### src/design/gcab_pkg.sv
`timescale 1ns / 1ps
// ----------------------------------------------------------------------------
// gcab_pkg
// Shared types, constants and arithmetic helpers for the glyph coverage
// alpha blender.
// ----------------------------------------------------------------------------
package gcab_pkg;

   // Full-scale channel value
   localparam logic [7:0] CHANNEL_MAX = 8'd255;

   // One divider cell per quotient bit
   localparam int CELL_COUNT = 8;

   // Configuration register indexes
   typedef logic [1:0] csr_index_type;
   localparam csr_index_type CSR_TEXT_RED   = 2'd0;
   localparam csr_index_type CSR_TEXT_GREEN = 2'd1;
   localparam csr_index_type CSR_TEXT_BLUE  = 2'd2;

   // Incoming pixel, color lanes ordered red, green, blue
   typedef struct packed {
      logic [7:0]      old_alpha;
      logic [2:0][7:0] old_rgb;
      logic [7:0]      coverage;
   } pixel_in_type;

   // Item handed along the divider chain
   //   pix:  bypass color in lanes 0..2, final alpha (divisor) in lane 3
   //   rem:  running remainder per color lane
   //   quot: quotient bits collected so far, MSB first
   typedef struct packed {
      logic            bypass;
      logic [3:0][7:0] pix;
      logic [2:0][15:0] rem;
      logic [2:0][7:0] quot;
   } cell_data_type;

   // Exact floor(x / 255) for any 16-bit product of two 8-bit values
   function automatic logic [7:0] div255(input logic [15:0] x);
      logic [16:0] sum;
      sum = {1'b0, x} + {9'd0, x[15:8]} + 17'd1;
      return sum[15:8];
   endfunction

endpackage

### src/design/glyph_coverage_alpha_blend.sv
`timescale 1ns / 1ps
// ----------------------------------------------------------------------------
// glyph_coverage_alpha_blend
// Paints one glyph pixel into an RGBA destination with source-over blending.
// ----------------------------------------------------------------------------
// Usage:
//   req_* carries one destination pixel plus its glyph coverage per item;
//   rsp_* returns the blended pixel, one item out for every item in, in order.
//   csr_* writes the text color (index 0 red, 1 green, 2 blue, 3 ignored);
//   it is always ready and should be written only while no item is in flight.
// Pipeline: an accepted item passes four front-end stages (products, divide
//   by 255 and new alpha, destination products, numerator) and a chain of
//   eight divider cells, one quotient bit each, dividing t * 255 by the new
//   alpha, before it shows on rsp_tvalid.
// Throughput: one item per clock; every stage and cell is its own register
//   slot, so a new item enters each cycle the chain can move.
// Stall: when rsp_tready is low the result holds in the last cell; upstream
//   stages keep filling empty slots, and req_tready drops once all twelve
//   slots hold items.
// Reset: synchronous, active high; clears all slots and the text color to 0.
// ----------------------------------------------------------------------------
module glyph_coverage_alpha_blend import gcab_pkg::*; (
   input  logic          clock,
   input  logic          reset,
   // coverage[7:0], old_red[15:8], old_green[23:16], old_blue[31:24],
   // old_alpha[39:32]
   input  logic [39:0]   req_tdata,
   input  logic          req_tvalid,
   output logic          req_tready,
   // new_red[7:0], new_green[15:8], new_blue[23:16], new_alpha[31:24]
   output logic [31:0]   rsp_tdata,
   output logic          rsp_tvalid,
   input  logic          rsp_tready,
   input  logic          csr_valid,
   output logic          csr_ready,
   input  csr_index_type csr_index,
   input  logic [7:0]    csr_data
);

   logic [7:0]      text_red_ff, text_red_in;
   logic [7:0]      text_green_ff, text_green_in;
   logic [7:0]      text_blue_ff, text_blue_in;
   logic [2:0][7:0] text_color;
   pixel_in_type    in_pix;

   logic [CELL_COUNT:0] cell_valid;
   logic [CELL_COUNT:0] cell_ready;
   cell_data_type       cell_data [CELL_COUNT:0];
   cell_data_type       last_data;

   // Configuration writes
   assign csr_ready = 1'b1;

   always_comb begin
      text_red_in   = text_red_ff;
      text_green_in = text_green_ff;
      text_blue_in  = text_blue_ff;
      if (csr_valid) begin
         unique case (csr_index)
            CSR_TEXT_RED:   text_red_in   = csr_data;
            CSR_TEXT_GREEN: text_green_in = csr_data;
            CSR_TEXT_BLUE:  text_blue_in  = csr_data;
            default: ;
         endcase
      end
   end

   always_ff @(posedge clock) begin
      if (reset) begin
         text_red_ff   <= 8'd0;
         text_green_ff <= 8'd0;
         text_blue_ff  <= 8'd0;
      end else begin
         text_red_ff   <= text_red_in;
         text_green_ff <= text_green_in;
         text_blue_ff  <= text_blue_in;
      end
   end

   assign text_color = {text_blue_ff, text_green_ff, text_red_ff};

   // Unpack the incoming item
   assign in_pix.coverage   = req_tdata[7:0];
   assign in_pix.old_rgb[0] = req_tdata[15:8];
   assign in_pix.old_rgb[1] = req_tdata[23:16];
   assign in_pix.old_rgb[2] = req_tdata[31:24];
   assign in_pix.old_alpha  = req_tdata[39:32];

   // Blend front end
   gcab_front u_front (
      .clock      (clock),
      .reset      (reset),
      .in_valid   (req_tvalid),
      .in_ready   (req_tready),
      .in_pix     (in_pix),
      .text_color (text_color),
      .out_valid  (cell_valid[0]),
      .out_ready  (cell_ready[0]),
      .out_data   (cell_data[0])
   );

   // Divider chain, one quotient bit per cell
   for (genvar c = 0; c < CELL_COUNT; c++) begin : g_cell
      gcab_div_cell u_cell (
         .clock     (clock),
         .reset     (reset),
         .in_valid  (cell_valid[c]),
         .in_ready  (cell_ready[c]),
         .in_data   (cell_data[c]),
         .out_valid (cell_valid[c+1]),
         .out_ready (cell_ready[c+1]),
         .out_data  (cell_data[c+1])
      );
   end

   assign cell_ready[CELL_COUNT] = rsp_tready;
   assign last_data              = cell_data[CELL_COUNT];

   // Result: bypass pixel or quotients with the new alpha
   assign rsp_tvalid = cell_valid[CELL_COUNT];
   assign rsp_tdata  = last_data.bypass ? last_data.pix
                     : {last_data.pix[3], last_data.quot[2], last_data.quot[1],
                        last_data.quot[0]};

   // Blended pixels always carry a nonzero alpha divisor
   assert property (@(posedge clock) disable iff (reset)
      rsp_tvalid && !last_data.bypass |-> last_data.pix[3] != 8'd0)
      else $error("blended item reached output with zero alpha");

   // Input backpressure only when every divider slot is occupied
   assert property (@(posedge clock) disable iff (reset)
      !req_tready |-> &cell_valid[CELL_COUNT:1])
      else $error("input stalled while divider chain has a free slot");

   // Nothing leaves right after reset
   assert property (@(posedge clock)
      reset |=> !rsp_tvalid)
      else $error("result valid directly after reset");

   // A bypass result at the output never waits on a quotient: it equals pix
   assert property (@(posedge clock) disable iff (reset)
      rsp_tvalid && last_data.bypass |-> rsp_tdata == last_data.pix)
      else $error("bypass item did not pass its pixel through");

endmodule

### src/design/gcab_front.sv
`timescale 1ns / 1ps
// ----------------------------------------------------------------------------
// gcab_front
// Four-stage blend front end: products, divide by 255, new alpha, and the
// blended numerator t * 255 for each color lane. Also picks bypass pixels.
// ----------------------------------------------------------------------------
module gcab_front import gcab_pkg::*; (
   input  logic            clock,
   input  logic            reset,
   input  logic            in_valid,
   output logic            in_ready,
   input  pixel_in_type    in_pix,
   input  logic [2:0][7:0] text_color,
   output logic            out_valid,
   input  logic            out_ready,
   output cell_data_type   out_data
);

   // Stage 1: raw products
   logic             s1_valid_ff, s1_valid_in;
   logic             s1_bypass_ff, s1_bypass_in;
   logic [3:0][7:0]  s1_pix_ff, s1_pix_in;
   logic [7:0]       s1_cov_ff;
   logic [2:0][7:0]  s1_old_ff;
   logic [15:0]      s1_keep_prod_ff, s1_keep_prod_in;
   logic [2:0][15:0] s1_src_prod_ff, s1_src_prod_in;

   // Stage 2: keep, new alpha, source terms
   logic             s2_valid_ff, s2_valid_in;
   logic             s2_bypass_ff;
   logic [3:0][7:0]  s2_pix_ff, s2_pix_in;
   logic [7:0]       s2_keep_ff, s2_keep_in;
   logic [2:0][7:0]  s2_src_term_ff, s2_src_term_in;
   logic [2:0][7:0]  s2_old_ff;
   logic [8:0]       s2_alpha_sum;

   // Stage 3: destination products
   logic             s3_valid_ff, s3_valid_in;
   logic             s3_bypass_ff;
   logic [3:0][7:0]  s3_pix_ff;
   logic [2:0][7:0]  s3_src_term_ff;
   logic [2:0][15:0] s3_old_prod_ff, s3_old_prod_in;

   // Stage 4: numerator for the divider chain
   logic             s4_valid_ff, s4_valid_in;
   cell_data_type    s4_data_ff, s4_data_in;
   logic [2:0][8:0]  s4_t_sum;

   logic s1_ready, s2_ready, s3_ready, s4_ready;

   // Ready chain: a stage loads when empty or when it drains this cycle
   assign s4_ready = !s4_valid_ff || out_ready;
   assign s3_ready = !s3_valid_ff || s4_ready;
   assign s2_ready = !s2_valid_ff || s3_ready;
   assign s1_ready = !s1_valid_ff || s2_ready;
   assign in_ready = s1_ready;

   assign s1_valid_in = s1_ready ? in_valid    : s1_valid_ff;
   assign s2_valid_in = s2_ready ? s1_valid_ff : s2_valid_ff;
   assign s3_valid_in = s3_ready ? s2_valid_ff : s3_valid_ff;
   assign s4_valid_in = s4_ready ? s3_valid_ff : s4_valid_ff;

   // Stage 1 logic: bypass selection and first products
   always_comb begin
      s1_bypass_in = (in_pix.coverage == 8'd0) || (in_pix.old_alpha == 8'd0);
      if (in_pix.coverage == 8'd0) begin
         // untouched pixel
         s1_pix_in = {in_pix.old_alpha, in_pix.old_rgb};
      end else if (in_pix.old_alpha == 8'd0) begin
         // empty destination takes the text color
         s1_pix_in = {in_pix.coverage, text_color};
      end else begin
         s1_pix_in = '0;
      end
      s1_keep_prod_in = 16'(in_pix.old_alpha) * 16'(CHANNEL_MAX - in_pix.coverage);
      for (int i = 0; i < 3; i++) begin
         s1_src_prod_in[i] = 16'(text_color[i]) * 16'(in_pix.coverage);
      end
   end

   // Stage 2 logic: divide by 255, new alpha
   always_comb begin
      s2_keep_in   = div255(s1_keep_prod_ff);
      s2_alpha_sum = {1'b0, s1_cov_ff} + {1'b0, s2_keep_in};
      s2_pix_in    = s1_pix_ff;
      if (!s1_bypass_ff) begin
         s2_pix_in[3] = s2_alpha_sum[7:0];
      end
      for (int i = 0; i < 3; i++) begin
         s2_src_term_in[i] = div255(s1_src_prod_ff[i]);
      end
   end

   // Stage 3 logic: destination weight products
   always_comb begin
      for (int i = 0; i < 3; i++) begin
         s3_old_prod_in[i] = 16'(s2_old_ff[i]) * 16'(s2_keep_ff);
      end
   end

   // Stage 4 logic: t, then t * 255 as the dividend
   always_comb begin
      s4_data_in.bypass = s3_bypass_ff;
      s4_data_in.pix    = s3_pix_ff;
      s4_data_in.quot   = '0;
      for (int i = 0; i < 3; i++) begin
         s4_t_sum[i] = {1'b0, s3_src_term_ff[i]} + {1'b0, div255(s3_old_prod_ff[i])};
         s4_data_in.rem[i] = {s4_t_sum[i][7:0], 8'h00} - {8'h00, s4_t_sum[i][7:0]};
      end
   end

   // Control registers
   always_ff @(posedge clock) begin
      if (reset) begin
         s1_valid_ff <= 1'b0;
         s2_valid_ff <= 1'b0;
         s3_valid_ff <= 1'b0;
         s4_valid_ff <= 1'b0;
      end else begin
         s1_valid_ff <= s1_valid_in;
         s2_valid_ff <= s2_valid_in;
         s3_valid_ff <= s3_valid_in;
         s4_valid_ff <= s4_valid_in;
      end
   end

   // Payload registers
   always_ff @(posedge clock) begin
      if (s1_ready && in_valid) begin
         s1_bypass_ff    <= s1_bypass_in;
         s1_pix_ff       <= s1_pix_in;
         s1_cov_ff       <= in_pix.coverage;
         s1_old_ff       <= in_pix.old_rgb;
         s1_keep_prod_ff <= s1_keep_prod_in;
         s1_src_prod_ff  <= s1_src_prod_in;
      end
      if (s2_ready && s1_valid_ff) begin
         s2_bypass_ff   <= s1_bypass_ff;
         s2_pix_ff      <= s2_pix_in;
         s2_keep_ff     <= s2_keep_in;
         s2_src_term_ff <= s2_src_term_in;
         s2_old_ff      <= s1_old_ff;
      end
      if (s3_ready && s2_valid_ff) begin
         s3_bypass_ff   <= s2_bypass_ff;
         s3_pix_ff      <= s2_pix_ff;
         s3_src_term_ff <= s2_src_term_ff;
         s3_old_prod_ff <= s3_old_prod_in;
      end
      if (s4_ready && s3_valid_ff) begin
         s4_data_ff <= s4_data_in;
      end
   end

   assign out_valid = s4_valid_ff;
   assign out_data  = s4_data_ff;

endmodule

### src/design/gcab_div_cell.sv
`timescale 1ns / 1ps
// ----------------------------------------------------------------------------
// gcab_div_cell
// One restoring-division cell: resolves one quotient bit on all three color
// lanes against the shared alpha, then hands the item to the next cell.
// ----------------------------------------------------------------------------
module gcab_div_cell import gcab_pkg::*; (
   input  logic          clock,
   input  logic          reset,
   input  logic          in_valid,
   output logic          in_ready,
   input  cell_data_type in_data,
   output logic          out_valid,
   input  logic          out_ready,
   output cell_data_type out_data
);

   logic            valid_ff, valid_in;
   cell_data_type   data_ff, data_in;
   logic [15:0]     divisor;
   logic [2:0][15:0] diff;
   logic [2:0]      fits;

   assign in_ready = !valid_ff || out_ready;
   assign valid_in = in_ready ? in_valid : valid_ff;

   // Divisor scaled to the top quotient bit; remainder shifts left per cell
   assign divisor = {1'b0, in_data.pix[3], 7'd0};

   // One quotient bit per lane
   always_comb begin
      data_in = in_data;
      for (int i = 0; i < 3; i++) begin
         fits[i] = in_data.rem[i] >= divisor;
         diff[i] = fits[i] ? (in_data.rem[i] - divisor) : in_data.rem[i];
         data_in.rem[i]  = {diff[i][14:0], 1'b0};
         data_in.quot[i] = {in_data.quot[i][6:0], fits[i]};
      end
   end

   always_ff @(posedge clock) begin
      if (reset) begin
         valid_ff <= 1'b0;
      end else begin
         valid_ff <= valid_in;
      end
   end

   always_ff @(posedge clock) begin
      if (in_ready && in_valid) begin
         data_ff <= data_in;
      end
   end

   assign out_valid = valid_ff;
   assign out_data  = data_ff;

endmodule

### config.mk
export PLATFORM = sky130hd
export DESIGN_NAME = glyph_coverage_alpha_blend
export DESIGN_NICKNAME = d
export VERILOG_FILES = /design/src/design/gcab_pkg.sv /design/src/design/glyph_coverage_alpha_blend.sv /design/src/design/gcab_front.sv /design/src/design/gcab_div_cell.sv
export SDC_FILE = /design/constraint.sdc
export NUM_CORES = 2
export LEC_CHECK = 0
export BUFFER_PORTS_ARGS = -buffer_cell sky130_fd_sc_hd__buf_2
export CORE_MARGIN = 4
export CORE_UTILIZATION = 45
export CTS_CLUSTER_SIZE = 40
export DETAILED_ROUTE_END_ITERATION = 7
export GPL_ROUTABILITY_DRIVEN = 0
export SYNTH_ARGS = -nofsm -noshare
export SYNTH_HDL_FRONTEND = slang
export SYNTH_SLANG_ARGS = --single-unit
export TNS_END_PERCENT = 30
### constraint.sdc
create_clock -name clock -period 8.2 [get_ports clock]
set_clock_uncertainty 0.15 [all_clocks]
set_input_delay 0.41 -clock clock [delete_from_list [all_inputs] [get_ports clock]]
set_output_delay 0.41 -clock clock [all_outputs]
set_load 0.02 [all_outputs]
==> run metrics <==
WS Path Type register to register; Post-synth EDFFs roughly 1000; Worst Path Max Fanout 24; fin nets 5749; Core Footprint roughly 130000 sq um; placed cells around 6500; sinks on the clock net 1064; root buffer cell clkbuf_16; status finished, final reports clean; Worst Setup Start Kind register; register area share after synthesis roughly 52%; drt via density ~5; syn avg cell area ~13 sq um; gr usage total 18.0%; RSZ-0062 raised after global routing false; post-CTS setup buffer count 0; Synth Area in Compound Gates about 7%; # hold bufs at CTS 40; fin crit period 5.28 ns; largest family of logic cells by synthesized area adder cells; Rel. slew slack 29.8%; H-tree Lvls 3; vias in the first global route about 36000; Worst-Skew Late Latency 0.74 ns; max_cap viols 0; CP arrival around 5.6 ns; drt first-iter violations between 1500 and 2000; Syn Nets 5569; Post-synth ARST share 0%; endpoint type of the worst setup path register; Diodes inserted 0; Post-DP HPWL 95.6 mm; CTS tree yes; largest cells by area after synthesis edfxtp_1 (51%), ha_1 (11%), fa_1 (9.1%), inv_1 (3.5%), and2_1 (3.1%); largest area contributor in the netlist edfxtp_1; Max Fclk ~190 MHz; first-pass GRT wire length around 200 mm; Post-Synthesis Cells 4710; simple-gate area share of the yosys netlist 9.93%; Synth top area share 50.7%; Finished Layout Cells 6750; Adder-Cell Fraction of Synth Area 19.9%; Final Hold Fails 0; Hold WC Path Type input pin to register; DR WL/cell 18.7 um; layout cell share with drive strength beyond 1 9.37%; I/O Buffers 88; Yosys reg bits 1064; effective utilization at floorplan 45.4%; peak supply drop 0.232 mV; DR pass1 iterations 7; Distinct cells, synth 85; antenna-violating nets left 0; # setup viols final 0; CTS max path bufs 3; initial antenna violation count 9; number of CTS-inserted buffers 110; final period utilization 64.4%; dominant synthesized flop cell edfxtp_1; final setup TNS 0 ns; CP required 8.49 ns; Remaining DRCs 0; total number of vias 34600; DIE AREA about 140000 sq um; total gr overflow 0; CTS resizes 0; mux contribution to synthesized area 3.52%; maximum number of pins on one net before global-route repair 75; PwrDens 231 nW/um^2; Die X 376 um; Post-Synth XOR/XNOR Area 3.71%; Post-Route WL ~130 mm; cell row count between 100 and 150; Die Y 376 um; Area Growth Syn to Fin 10.9%; Synth warnings 0; clock transition at the registers of the reported paths roughly 0.070 ns; IO Count 90; Worst Tran Pin Value between 1 and 1.5 ns; Synth Cell Area 60900 sq um; leak pwr 27.1 nW; max-slew violations 0
==> kinds of logic (layout without fill, tap and decap cells) <==
group / count (synthesis) / count (layout)
AO/OA/AOI/OAI: 591 / 591
XOR/XNOR: 257 / 257
adder cells (fa/ha/maj): 804 / 804
buffers and inverters: 652 / 924
flip-flops: 1064 / 1064
multiplexers: 193 / 193
other: 1 / 1
AND/OR/NAND/NOR: 1148 / 1148
==> routing by layer <==
layer | part of all wire [%] | up-vias | wire (um) | global-route usage (%)
li1 | - | 16900 | - | -
met1 | 43 | 17000 | 54200 | 23.1
met2 | 51 | 503 | 64300 | 32.1
met3 | 3.1 | 187 | 3950 | 2.38
met4 | 2.8 | 0 | 3540 | 5.11
met5 | 0 | - | 0 | 0
==> flip-flops by register name, indices dropped and copies added, names as in the netlist, 8 cells and up <==
register,flops
u_front.s3_src_term_ff,24
g_cell.u_cell.out_data,624
u_front.s1_pix_ff,32
u_front.s2_keep_ff,8
text_green_ff,8
u_front.s1_src_prod_ff,48
u_front.s2_src_term_ff,24
text_blue_ff,8
text_red_ff,8
u_front.s2_old_ff,24
u_front.s3_old_prod_ff,48
u_front.s1_old_ff,24
u_front.s3_pix_ff,32
u_front.s2_pix_ff,32
u_front.out_data,81
u_front.s1_keep_prod_ff,16
g_cell.u_cell.out_valid,8
u_front.s1_cov_ff,8
==> worst max-delay path, cell delays in order (launching register included) <==
cell       delay [ns]
edfxtp_1         0.73
and2_1           0.31
fa_1             0.54
inv_1            0.06
fa_1             0.53
inv_1            0.05
fa_1             0.49
inv_1            0.06
fa_1             0.52
inv_1            0.04
ha_1             0.32
o21a_1           0.12
o31a_1           0.13
o211ai_2         0.16
a21oi_1          0.09
a2111oi_2        0.41
a21oi_1          0.14
xnor2_1          0.14
==> final cells by class <==
cell class / count / area, sq um
fillers: 11500 / 66500
flip-flops and latches: 1064 / 31600
clock inverters: 76 / 842
clock buffers: 128 / 2820
well taps: 1768 / 2210
multi-input cells: 2994 / 26900
repair buffers: 151 / 1010
inverters: 569 / 2140
==> path summary, 6_finish.rpt <==
check                                         startpoint                                      to  slack (ns)  depth (start not counted)
setup / recovery         u_front.s2_keep_ff[2]$_DFFE_PP_    u_front.s3_old_prod_ff[15]$_DFFE_PP_        2.92                         17
hold / removal                             req_tdata[36]         u_front.s1_pix_ff[28]$_DFFE_PP_        0.07                          2
setup reg to reg         u_front.s2_keep_ff[2]$_DFFE_PP_    u_front.s3_old_prod_ff[15]$_DFFE_PP_        2.92                         17
hold reg to reg   g_cell[0].u_cell.out_data[8]$_DFFE_PP_  g_cell[1].u_cell.out_data[9]$_DFFE_PP_        0.23                          0
==> power breakdown <==
group	internal [mW]	switching [mW]	leakage [nW]
Combinational	1.72	2.28	15.6
Clock	2.86	2.12	1.77
Sequential	6.41	0.218	9.77
==> synthesized netlist by cell type (all sizes together), types with 33 or more instances <==
library cell and count:
ha 527, and2 303, a21oi 166, mux2 124, inv 569, nand3 48
xor2 65, clkbuf 62, dfxtp 36, nand4 34, a22o 35, o21ai 106
nor3 52, nand2b 45, xnor2 192, o21a 56, nand2 245, fa 277
nor4 35, mux2i 69, edfxtp 1028, a21o 51, a21boi 33, nor2 211
nor2b 112
==> metrics by stage <==
stage	instance area (sq um)	hold slack (ns)	power, mW	util [%]	setup WS (ns)
5_1_grt	67500	0.0385	16.6	50.4	2.53
4_1_cts	67500	0.00828	15.8	50.4	2.86
6_report	67500	0.0708	15.6	50.4	2.92
3_5_place_dp	63400	0.255	10.8	47.4	2.86
2_1_floorplan	60900	0.250	9.77	-	-0.220
3_3_place_gp	63400	0.250	10.7	47.4	2.91
==> cell usage in the layout (no fill, tap or decap), types with 18 or more instances in the layout <==
cell	n
edfxtp_1	1028
inv_1	568
ha_1	527
and2_1	297
fa_1	277
nand2_1	245
nor2_1	207
xnor2_1	192
a21oi_1	162
clkbuf_16	110
nor2b_1	106
mux2_2	102
buf_2	88
o21ai_0	79
mux2i_1	69
xor2_1	64
o21a_1	56
a21o_1	51
nor3_1	50
nand3_1	46
nand2b_1	45
dlygate4sd3_1	40
dfxtp_1	36
a22o_1	35
nand4_1	34
nor4_1	34
o21ai_1	27
clkinv_1	25
buf_4	23
and3_1	20
clkinv_2	20
o21bai_1	19
clkbuf_1	18
Power figures use the tool's default switching activity.
